<file path="src/sv/fale_pkg.sv">
// Shared codes and types for the fixed-capacity list engine.
`timescale 1ns / 1ps

package fale_pkg;

	localparam logic [2:0] ACT_PUSH_TAIL = 3'd0;
	localparam logic [2:0] ACT_PUSH_HEAD = 3'd1;
	localparam logic [2:0] ACT_POP_TAIL  = 3'd2;
	localparam logic [2:0] ACT_POP_HEAD  = 3'd3;
	localparam logic [2:0] ACT_ERASE     = 3'd4;
	localparam logic [2:0] ACT_FIND      = 3'd5;

	localparam logic [2:0] ST_OK       = 3'd0;
	localparam logic [2:0] ST_FULL     = 3'd1;
	localparam logic [2:0] ST_EMPTY    = 3'd2;
	localparam logic [2:0] ST_BADPOS   = 3'd3;
	localparam logic [2:0] ST_NOTFOUND = 3'd4;

	// match bits examined per scan cycle
	localparam int SCAN_GROUP = 16;

	// command broadcast to every cell of the chain
	typedef struct packed {
		logic              push_tail;
		logic              push_head;
		logic              shift_down;
		logic              cmp;
		logic signed [31:0] data;
		logic [6:0]        pos;
	} cell_ctl_t;

	typedef struct packed {
		logic done;
		logic hit;
	} scan_res_t;

endpackage

</file>
<file path="src/sv/fale_cell.sv">
// One list slot: holds an entry, moves it to or from its neighbors, compares it.
`timescale 1ns / 1ps

module fale_cell
	import fale_pkg::*;
#(
	parameter int IDX  = 0,
	parameter int CNTW = 8
) (
	input  logic               clk,
	input  cell_ctl_t          ctl,
	input  logic [CNTW-1:0]    count,
	input  logic signed [31:0] left,
	input  logic signed [31:0] right,
	output logic signed [31:0] value,
	output logic               match
);

	logic signed [31:0] value_q;
	logic               match_q;

	always_ff @(posedge clk) begin
		if (ctl.push_head) begin
			value_q <= (IDX == 0) ? ctl.data : left;
		end else if (ctl.push_tail && (count == CNTW'(IDX))) begin
			value_q <= ctl.data;
		end else if (ctl.shift_down && (32'(ctl.pos) <= 32'(IDX))) begin
			value_q <= right;
		end
		if (ctl.cmp) begin
			match_q <= (value_q == ctl.data) && (CNTW'(IDX) < count);
		end
	end

	assign value = value_q;
	assign match = match_q;

endmodule

</file>
<file path="config.mk">
export PLATFORM = sky130hd
export DESIGN_NAME = fale_cell
export DESIGN_NICKNAME = d
export VERILOG_FILES = /design/src/sv/fale_pkg.sv /design/src/sv/fale_cell.sv
export SDC_FILE = /design/constraint.sdc
export NUM_CORES = 1
export LEC_CHECK = 0
export BUFFER_PORTS_ARGS = -buffer_cell sky130_fd_sc_hd__clkbuf_2
export CORE_ASPECT_RATIO = 0.5
export CORE_UTILIZATION = 44
export CTS_BUF_LIST = sky130_fd_sc_hd__clkbuf_4 sky130_fd_sc_hd__clkbuf_8
export DETAILED_ROUTE_END_ITERATION = 16
export HOLD_SLACK_MARGIN = 0.12
export PLACE_DENSITY = 0.88
export SETUP_SLACK_MARGIN = 0.2
export SLEW_MARGIN = 5
export SYNTH_ARGS = -nofsm -noshare
export SYNTH_HDL_FRONTEND = slang
export SYNTH_SLANG_ARGS = --single-unit
</file>
<file path="constraint.sdc">
create_clock -name clk -period 7.2 [get_ports clk]
set_input_delay 0.72 -clock clk [delete_from_list [all_inputs] [get_ports clk]]
set_output_delay 0.72 -clock clk [all_outputs]
set_load 0.01 [all_outputs]
</file>
==> impl_metrics.csv <==
group,metric,value,unit
pwr,power_density,189.0,mW/mm2
cts,cts-root-buf,"clkbuf_8",
synth,synth_warnings,0,
critical_path,regToRegEndpoint,"match",
critical_path,r2r_setup_slack,5610,ps
global_route,grt_pass1_wl,7279,um
status,status,"finished, final reports clean",
run,cap_violations,0,
critical_path,cp.required,7230,ps
floorplan,ioPinCount,149,
global_route,grt_use_total,20.90,%
global_route,grt-ovfl-total,0,
finish,seq_area,991.0,um2
timing,hold_viol,0,
synth,syn_area,0.001911,mm2
critical_path,critPathArrivalTime,2350,ps
synth,synth_cell_type_count,15,
min_path,holdPathEnd,"match",
critical_path,worstRegToRegCells,4,
critical_path,worstSetupStartpointType,"input port",
route,ant_nets,0,
finish,syn_to_final_growth,37.46,%
timing,slew_headroom,67.19,%
global_route,grt_pass1_vias,1486,
cts,htree_levels,2,
cts,ctsHoldBuffers,0,
timing,tightest_slew,487.6,ps
cts,post_cts_buffers,0,
route,via_per_inst,4.801,
pwr,p_leak,1.259,nW
critical_path,end_kind,"flop",
synth,yosys_register_bits,33,
critical_path,cp_max_fo,26,
timing,grt_setup_unrepaired,"no",
timing,setup_ws,4882,ps
global_route,grt_max_degree,33,
finish,stdcell_area,0.002626,mm2
place,dp.final_hpwl,3518,um
synth,synth_cells,119,
cts,path_clk_slew,70,ps
min_path,min-delay-start,"ctl[39]",
timing,finalSetupTns,0,ps
global_route,grtUsageMet2,36.90,%
global_route,antenna_found_initial,0,
timing,layout_min_cycle_time,2318,ps
finish,n_antenna_cell,0,
synth,synth_nets,235,
floorplan,core_area,0.004024,mm2
timing,whs,634.1,ps
synth,ys_seq_area_share,51.87,%
global_route,top_usage_layer,"met2",
place,pre_cts_ws,4581,ps
cts,cts_resized,0,
timing,finClkSkew,7.860,ps
cts,clk_latency,280,ps
place,io_buffer_count,116,
critical_path,r2r-start,"value[22]",
route,via_count,1421,
timing,setup_violations,0,
min_path,whs_path_depth,1,
finish,multi_input_area,885.9,um2
timing,timing.final.crit_share,32.20,%
critical_path,worstSetupPathType,"in2reg",
cts,numCtsBuffers,5,
floorplan,die_area,0.004626,mm2
route,dr.pass1.iters,4,
finish,final.fill_count,321,
route,drc_errors,0,
synth,synth_top_area_cell,"edfxtp_1",
synth,yosys-top-cells-area,"edfxtp_1 (52%), mux2_4 (23%), xor2_1 (13%), nor4_1 (2.9%), xnor2_1 (1.8%)",
synth,synth.avg_cell_area,16.06,um2
floorplan,die_height,48.60,um
pwr,ir_drop,0.1108,mV
finish,nets,357,
timing,fmax,431.4,MHz
route,wl_per_cell,15.04,um
route,finalWirelength,4452,um
place,routabilityCongestion,0.7500,
floorplan,die_x,95.19,um
cts,cts_tree,"built",
synth,yosys.area.top_type_share,51.87,%
global_route,grt_util_met1,26.17,%
route,dr.first_iter.drc_count,60,
cts,numClockSinks,33,
global_route,grt_use_met3,4.245,%
finish,drive_above_1_share,65.29,%
timing,slew_violations,0,
place,placed_area,0.002540,mm2
floorplan,rows,16,
cts,cts_buffer_depth,2,
min_path,hold_path_class,"in2reg",
floorplan,start_util,47.48,%
## cell usage in the layout, fill, tap and decap left out
cell type,netlist,layout
nor2_4,1,1
clkbuf_2,0,116
clkbuf_4,0,1
clkinv_2,0,2
or4_4,1,1
xnor2_1,4,4
nand2_1,2,2
a21oi_4,1,1
edfxtp_1,33,33
nor4b_1,1,1
buf_4,0,2
xor2_1,28,28
mux2_4,29,29
mux2_1,3,3
nor4_1,9,9
nand4_1,2,2
clkbuf_8,0,5
or4_1,1,1
nand3_1,1,1
## synth_stat cells, drive strengths merged
master,number
a21oi,1
buf,3
edfxtp,33
mux2,32
nand2,2
nand3,1
nand4,2
nor2,1
nor4,9
nor4b,1
or4,2
xnor2,4
xor2,28
## worst max-delay path, cell delays in order
cell and delay (ps):
clkbuf_2 80, or4_1 570, nor2_4 150, a21oi_4 120, buf_4 300, mux2_1 370
## stage by stage
step	util (%)	total power, mW	cells
floorplan	-	0.3062	119
global placement	63.12	0.3534	288
detailed placement	63.12	0.3574	288
CTS	65.27	0.4977	296
global route	65.27	0.5172	296
finish	65.27	0.4965	296
## registers in the layout (all words and copies together) (netlist names)
name and cells:
value 32, match 1
## worst max-delay path by stage
| stage | startpoint | to | slack, ps |
|---|---|---|---|
| 6_report | count[5] | value[31] | 4880 |
| 3_5_place_dp | count[5] | value[31] | 4580 |
| 2_1_floorplan | count[5] | value[0] | 4430 |
| 3_3_place_gp | count[5] | value[31] | 4640 |
| 4_1_cts | count[5] | value[31] | 4870 |
| 5_1_grt | count[5] | value[31] | 4850 |
## report_power, final
part	internal (mW)	total, mW	switching (mW)
logic	0.0599	0.108	0.0480
registers	0.233	0.245	0.0118
clock network	0.0709	0.143	0.0726
## routing by layer
metal  vias up  share of wire (%)
met2        40                 55
li1        697                  -
met4         0               0.85
met1       680                 41
met5         -                  0
met3         4                3.8
## layout make-up
cell class | count | share of cell area, %
flip-flops and latches | 33 | 37.73
well taps | 54 | 2.573
repair buffers | 118 | 22.68
multi-input cells | 83 | 33.73
clock buffers | 6 | 2.906
clock inverters | 2 | 0.3811
## logic make-up after synthesis
logic type,synth area share (%)
compound gates,0.8516
xor+xnor,14.67
buf+inv,1.768
flops,51.87
mux,24.56
simple gates,6.287
Note: power is estimated with default switching activity, not from simulation.
