$ cat src/sv/fale_pkg.sv
// Shared codes and types for the fixed-capacity list engine.
`timescale 1ns / 1ps

package fale_pkg;

	localparam logic [2:0] ACT_PUSH_TAIL = 3'd0;
	localparam logic [2:0] ACT_PUSH_HEAD = 3'd1;
	localparam logic [2:0] ACT_POP_TAIL  = 3'd2;
	localparam logic [2:0] ACT_POP_HEAD  = 3'd3;
	localparam logic [2:0] ACT_ERASE     = 3'd4;
	localparam logic [2:0] ACT_FIND      = 3'd5;

	localparam logic [2:0] ST_OK       = 3'd0;
	localparam logic [2:0] ST_FULL     = 3'd1;
	localparam logic [2:0] ST_EMPTY    = 3'd2;
	localparam logic [2:0] ST_BADPOS   = 3'd3;
	localparam logic [2:0] ST_NOTFOUND = 3'd4;

	// match bits examined per scan cycle
	localparam int SCAN_GROUP = 16;

	// command broadcast to every cell of the chain
	typedef struct packed {
		logic              push_tail;
		logic              push_head;
		logic              shift_down;
		logic              cmp;
		logic signed [31:0] data;
		logic [6:0]        pos;
	} cell_ctl_t;

	typedef struct packed {
		logic done;
		logic hit;
	} scan_res_t;

endpackage

$ cat src/sv/fale_scan.sv
// Lowest-set-bit search over the cell match bits, one group per cycle.
`timescale 1ns / 1ps

module fale_scan
	import fale_pkg::*;
#(
	parameter int CAPACITY = 128
) (
	input  logic                         clk,
	input  logic                         arst_n,
	input  logic                         start,
	input  logic                         ack,
	input  logic [CAPACITY-1:0]          match,
	output scan_res_t                    res,
	output logic [$clog2(CAPACITY)-1:0]  idx
);

	localparam int IDXW = $clog2(CAPACITY);
	localparam int G    = (CAPACITY < SCAN_GROUP) ? CAPACITY : SCAN_GROUP;
	localparam int NG   = (CAPACITY + G - 1) / G;
	localparam int GW   = (NG > 1) ? $clog2(NG) : 1;

	logic [NG*G-1:0] vec_q;
	logic [GW-1:0]   grp_q;
	logic            busy_q;
	logic [G-1:0]    low;
	logic [IDXW-1:0] enc;
	logic            last;

	assign low  = vec_q[G-1:0];
	assign last = (grp_q == GW'(NG - 1));

	always_comb begin
		enc = '0;
		for (int k = G - 1; k >= 0; k--) begin
			if (low[k]) enc = IDXW'(k);
		end
	end

	assign res.hit  = |low;
	assign res.done = busy_q && ((|low) || last);
	assign idx      = IDXW'(32'(grp_q) * G + 32'(enc));

	always_ff @(posedge clk or negedge arst_n) begin
		if (!arst_n) begin
			busy_q <= 1'b0;
			grp_q  <= '0;
		end else if (start) begin
			busy_q <= 1'b1;
			grp_q  <= '0;
		end else if (res.done) begin
			if (ack) busy_q <= 1'b0;
		end else if (busy_q) begin
			grp_q <= GW'(grp_q + 1'b1);
		end
	end

	// match bits slide down the row so the low group is always the one checked
	always_ff @(posedge clk) begin
		if (start) begin
			vec_q <= (NG*G)'(match);
		end else if (busy_q && !res.done) begin
			vec_q <= vec_q >> G;
		end
	end

endmodule
$ cat config.mk
export PLATFORM = sky130hd
export DESIGN_NAME = fale_scan
export DESIGN_NICKNAME = d
export VERILOG_FILES = /design/src/sv/fale_pkg.sv /design/src/sv/fale_scan.sv
export SDC_FILE = /design/constraint.sdc
export NUM_CORES = 1
export LEC_CHECK = 0
export BUFFER_PORTS_ARGS = -buffer_cell sky130_fd_sc_hd__buf_2
export CORE_ASPECT_RATIO = 0.6
export CORE_MARGIN = 2
export CORE_UTILIZATION = 25
export CTS_CLUSTER_SIZE = 14
export DETAILED_ROUTE_END_ITERATION = 8
export SETUP_SLACK_MARGIN = 0.2
export SYNTH_ARGS = -nofsm -noshare
export SYNTH_HDL_FRONTEND = slang
export SYNTH_SLANG_ARGS = --single-unit
$ cat constraint.sdc
create_clock -name clk -period 9.2 [get_ports clk]
set_input_delay 0.92 -clock clk [delete_from_list [all_inputs] [get_ports clk]]
set_output_delay 0.92 -clock clk [all_outputs]
set_load 0.01 [all_outputs]
==> out/qor.txt, run 1 <==
status - complete, no violations
num rows - 42
WHS - 317 ps
sequential area share after synthesis - 0.691
die area - 24100 sq um
simple-gate share of the synthesized area - 0.0471
Worst slew margin - 0.263
Worst EP arrival - 3540 ps
Num CTS Buffers - 17
WL final - 12000 microns
Core ar. - 22200 sq um
largest net degree at the start of global routing - 88
final hold vios - 0
CTS sink cnt - 132
placed instance area - 6750 sq um
Non-Filler Instances - 793
mux cell area share after synthesis - 0.227
number of max-cap violations - 0
Cells after Synth - 322
Post-CTS Resized - 0
hold-fix buffers at CTS - 0
initial antenna violation count - 4
drt pass-1 iters - 4
period utilization - 0.383
clk root buf - clkbuf_16
PD cells - 204 nW/um^2
Placer Congestion - 0.740
Layout area overhead - 28.5%
LEAKAGE - 2.76 nW
initial DRC count - 165
Crit. End Element - register
Tot Pwr - 1.50 mW
CTS tree - built
Wirelength per Cell - 15.1 microns
Initial Utilization - 0.257
Setup WS pre-CTS - 5640 ps
DRT antenna net count - 0
nets - 602
final setup TNS - 0 ps
vias - 3170
met3 global-route usage - 0.0500
number of distinct library cells after synthesis - 31
count leader, synth - edfxtp_1
synthesized area per cell - 17.7 sq um
Max Clock Skew - 9.25 ps
Max clock buf depth - 2
minimum clock period - 3520 ps
most area-consuming cells after synthesis - edfxtp_1 (67%), mux2_2 (22%), and2_1 (1.8%)
die height - 121 microns
vias per std cell - 4.00
final core utilization - 0.330
Tot GR Track Use - 0.107
worst path bufs/invs - 1
slowest CP cell - buf_4
filler cell count - 2192
placed insts - 757
met2 Use GR - 0.151
fmax - 284 MHz
RSZ-0062 raised after global routing - false
predominant post-synthesis flop cell - edfxtp_1
final setup fails - 0
Clk Latency, worst-skew pair - 410 ps
first-pass GRT wire length - 18900 microns
worst path cell trace - nor4_2 -> nand4_2 -> nor3b_4 -> or2_4 -> buf_4
Synth Register Bits - 132
Worst VDD drop - 0.000110 V
EDFF count, synth - 128
most used routing layer - met2
startpoint types - register
Adder-Cell Fraction of Synth Area - 0.00438
DRC Markers - 0
kind of cell adding the most delay to the critical path - simple AND/OR/NAND/NOR gates
Hold WC Path Type - primary input to async pin
Post-Synth XOR/XNOR Area - 0
crit-path max FO - 87
overall die width - 199 microns
Worst EP required - 9220 ps
HPWL reported at the end of detailed placement - 8280 microns
GR Util met1 - 0.145
top cell type's share of synthesized area - 0.673
top post-synthesis cells by count - edfxtp_1 (128), mux2_2 (112), and2_1 (16), clkbuf_1 (12), nor2_1 (7)
Slew @ Worst Pin - 1110 ps
CTS H-Tree Depth - 4
grt ovf - 0
Synth async-reset ratio - 0.0303
Worst-path clk slew - 50 ps
share of cells above drive strength 1 - 0.598
syn nets - 456
slowest stage delay, CP - 950 ps
I/O pin cnt - 141
IO Port Bufs - 140
final instance area - 7340 sq um
yosys warns - 0
largest family of logic cells by synthesized area - multiplexers
Pins Over Slew Limit - 0
cell taking the most area after synthesis - edfxtp_1
post-route worst setup slack - 5680 ps
Compound-Gate Fraction of Synth Area - 0.0167
post-synth design cell area - 5710 sq um
postcts setup bufs - 0
crit path kind - register to register
vias in the first global route - 3428
cell families after synthesis:
logic type | Yosys count
DFF | 132
and+or+nand+nor | 39
AOI/OAI and AO/OA | 14
buffers and inverters | 20
muxes | 115
adders and majority gates | 2
power by group:
group | internal (mW) | total (mW) | switching, mW
Combinational | 0.0648 | 0.114 | 0.0490
Clock | 0.418 | 0.656 | 0.238
Sequential | 0.714 | 0.729 | 0.0148
cell type report:
| type | count | area (sq um) | share of cell area |
|---|---|---|---|
| Inverter | 5 | 18.8 | 0.00256 |
| Clock buffer | 18 | 429 | 0.0585 |
| Clock inverter | 13 | 141 | 0.0193 |
| Multi-Input combinational cell | 170 | 1690 | 0.230 |
| Antenna cell | 5 | 12.5 | 0.00171 |
| Tap cell | 308 | 385 | 0.0525 |
| Sequential cell | 132 | 3940 | 0.538 |
| Timing Repair Buffer | 142 | 718 | 0.0979 |
routing by layer:
| layer | routed length [microns] | up-vias | part of all wire |
|---|---|---|---|
| met5 | 11 | - | 0.00092 |
| li1 | - | 1543 | - |
| met4 | 96 | 2 | 0.0080 |
| met3 | 1020 | 10 | 0.085 |
| met1 | 5690 | 1519 | 0.47 |
| met2 | 5200 | 96 | 0.43 |
registers in the layout (all words and copies together) (netlist names):
| register | flops |
|---|---|
| vec_q | 128 |
| grp_q | 3 |
| busy_q | 1 |
path summary, 6_finish.rpt:
path,startpoint,end,slack (ps),depth (start not counted)
setup / recovery,vec_q[14],vec_q[85],5680,5
hold / removal,arst_n,grp_q[1],320,1
setup reg to reg,vec_q[14],vec_q[85],5680,5
hold reg to reg,busy_q,busy_q,540,1
max in group asynchronous,arst_n,busy_q,8760,1
min in group clk,busy_q,busy_q,540,1
worst register-to-register path: stages (launching register included):
cell and delay (ps):
edfxtp_1 420, nor4_2 430, nand4_2 220, nor3b_4 490
or2_4 580, buf_4 950
layout by cell type, fill, tap and decap left out, types with 2 or more instances in the layout:
| master | n |
|---|---|
| nor4_2 | 4 |
| nand2b_1 | 4 |
| diode_2 | 5 |
| buf_4 | 3 |
| a21oi_1 | 4 |
| nor2_1 | 7 |
| mux2i_1 | 2 |
| clkinvlp_4 | 2 |
| and2_1 | 16 |
| clkinv_1 | 6 |
| inv_1 | 5 |
| mux2_2 | 112 |
| edfxtp_1 | 128 |
| clkbuf_16 | 17 |
| dfrtp_1 | 4 |
| o31ai_1 | 2 |
| buf_2 | 139 |
| ha_1 | 2 |
| bufinv_16 | 3 |
(Power assumes the default switching activity.)
==> inputs of run 2 (changes only) <==
ABC_AREA = 1   (was default)
clock period = 3 ns   (was 9.2 ns; I/O delays follow)
==> run 2 against run 1 <==
  * Synthesized cell count grew 84%
  * Cell count grew 34%
  * Synthesized area grew 1.2%
  * Sequential power grew to 3.0 times the previous value
  * Critical path depth grew 2
  * First-iteration DRC count grew 93%
  * Fmax grew 55%
  * Via count grew 32%
  * Core utilization shrank 0.47 points
  * Flip-flop and latch count is the same
  * Critical path type unchanged
  * Critical endpoint is now vec_q[114]
==> out/qor.txt, run 2 <==
PD cells - 618 nW/um^2
I/O pin cnt - 141
DRC Markers - 0
placed instance area - 6880 sq um
Wirelength per Cell - 12.7 microns
Initial Utilization - 0.252
Pins Over Slew Limit - 0
number of distinct library cells after synthesis - 23
Cells after Synth - 593
CP startpoint - vec_q[14]
startpoint types - register
Core ar. - 22900 sq um
fmax - 440 MHz
Tot Pwr - 4.61 mW
Clk pwr share - 0.435
post-synth design cell area - 5780 sq um
CTS H-Tree Depth - 4
Synth async-reset ratio - 0.0303
initial antenna violation count - 3
Largest Register - vec_q
vias - 4169
final core utilization - 0.325
Net Sw Power - 1.06 mW
Worst EP required - 3120 ps
Worst VDD drop - 0.000390 V
largest net degree at the start of global routing - 85
clk root buf - clkbuf_16
overall die width - 200 microns
P_int - 3.55 mW
minimum clock period - 2270 ps
Clk Latency, worst-skew pair - 420 ps
Tot GR Track Use - 0.116
vias in the first global route - 4059
WL final - 13500 microns
status - complete, no violations
Layout area overhead - 29.1%
nets - 867
final setup TNS - 0 ps
sequential area share after synthesis - 0.683
crit path to - vec_q[114]
top flop regs - vec_q x128, grp_q x3, busy_q x1
drt pass-1 iters - 5
crit path kind - register to register
yosys warns - 0
WHS - 49.6 ps
number of max-cap violations - 0
worst path cell trace - or2_4 -> nor4_4 -> nand3b_2 -> nor2_4 -> nor2_2 -> clkinv_4 -> buf_12
die area - 24400 sq um
initial DRC count - 318
die height - 122 microns
Worst EP arrival - 2390 ps
period utilization - 0.758
slowest stage delay, CP - 380 ps
vias per std cell - 3.93
Synth Register Bits - 132
CTS tree - built
CTS sink cnt - 132
final setup fails - 0
Num CTS Buffers - 17
register share of total power - 0.482
final instance area - 7460 sq um
Crit. End Element - register
switching part of the total - 0.230
share of cells above drive strength 1 - 0.249
syn nets - 727
R2R cell count - 7
Hold WC Path Type - primary input to register
count leader, synth - nand2_1
R2R Path End - vec_q[114]
crit-path max FO - 38
predominant post-synthesis flop cell - edfxtp_1
Comb power frac - 0.083
RSZ-0062 raised after global routing - false
Placer Congestion - 0.765
final hold vios - 0
DRT antenna net count - 0
Worst-path clk slew - 60 ps
EDFF count, synth - 128
cell taking the most area after synthesis - edfxtp_1
LEAKAGE - 3.57 nW
most area-consuming cells after synthesis - edfxtp_1 (67%), nand2_1 (24%), inv_1 (2.1%)
most common cell after layout, fill and taps aside - nand2_1
Post-CTS Resized - 0
R2R setup slack - 730 ps
commonest cells after routing, fill and taps aside - nand2_1 (372), buf_2 (139), edfxtp_1 (128), inv_1 (32), clkbuf_16 (17)
HPWL reported at the end of detailed placement - 9610 microns
num rows - 43
Worst slew margin - 0.457
slowest CP cell - edfxtp_1
Slew @ Worst Pin - 815 ps
synthesized area per cell - 9.74 sq um
grt ovf - 0
IO Port Bufs - 140
FF-to-FF Start - vec_q[14]
Max clock buf depth - 2
top post-synthesis cells by count - nand2_1 (372), edfxtp_1 (128), inv_1 (32), clkbuf_1 (20), nand3_1 (7)
max FFs per register - 128
Max Clock Skew - 9.73 ps
first-pass GRT wire length - 21200 microns
top cell type's share of synthesized area - 0.665
run 2: cell count changes after synthesis, sizes merged, moves of 2 or more:
| cell | previous run | this run |
|---|---|---|
| nand2 | 1 | 372 |
| mux2 | 113 | 0 |
| inv | 5 | 33 |
| and2 | 16 | 0 |
| clkbuf | 12 | 20 |
| nand3 | 0 | 7 |
| nand2b | 4 | 0 |
| buf | 3 | 6 |
| nor4 | 4 | 1 |
| mux2i | 2 | 0 |
| o31ai | 2 | 0 |
run 2: timing repair:
item                      4_1_cts  5_1_grt
hold endpoints to repair        4        0
buffers inserted                0        0
hold buffers                    1        0
run 2: power by group through the flow:
stage / Clock, mW / Sequential, mW / Combinational, mW
CTS: 2.07 / 2.22 / 0.389
global route: 2.15 / 2.23 / 0.440
detailed placement: 0 / 2.26 / 0.387
global placement: 0 / 2.26 / 0.383
floorplan: 0 / 2.25 / 0.210
finish: 2.01 / 2.22 / 0.381
run 2: per-stage QoR:
stage | setup WS [ps] | cells
2_1_floorplan | 754 | 593
3_3_place_gp | 763 | 1028
3_5_place_dp | 707 | 1028
4_1_cts | 693 | 1061
5_1_grt | 582 | 1062
6_report | 727 | 1062
run 2: metal layers:
layer	vias up	global-route usage	share of wire
met5	-	0	0.0016
met4	4	0.0361	0.0099
met3	16	0.0401	0.081
met2	137	0.165	0.40
met1	1840	0.166	0.50
li1	2172	-	-
run 2: final cells by class:
cell class	count	area, sq um
well taps	315	394
diodes	1	2.50
flip-flops and latches	132	3940
multi-input cells	401	1610
inverters	34	135
clock inverters	14	138
repair buffers	147	808
clock buffers	18	429
fillers	2426	15500
run 2: logic make-up (layout without fill, tap and decap cells):
group,Yosys count,in the layout,synth area share
adder cells (fa/ha/maj),2,2,0.00433
buffers and inverters,60,213,0.0394
AO/OA/AOI/OAI,6,6,0.00650
AND/OR/NAND/NOR,393,393,0.267
other,0,1,0
flip-flops,132,132,0.683
run 2: critical path, delay by kind of cell (launching register included):
| kind | cells | cell delay [ps] |
|---|---|---|
| simple gates | 5 | 990 |
| buf+inv | 2 | 560 |
| flops | 1 | 380 |
run 2: worst min-delay path by stage:
stage	endpoint	depth (start not counted)	slack, ps	startpoint
after floorplan	busy_q	0	4	arst_n
after global placement	busy_q	1	110	arst_n
after detailed placement	busy_q	1	110	arst_n
after CTS	busy_q	2	30	ack
after global routing	busy_q	2	30	ack
final	busy_q	2	50	ack
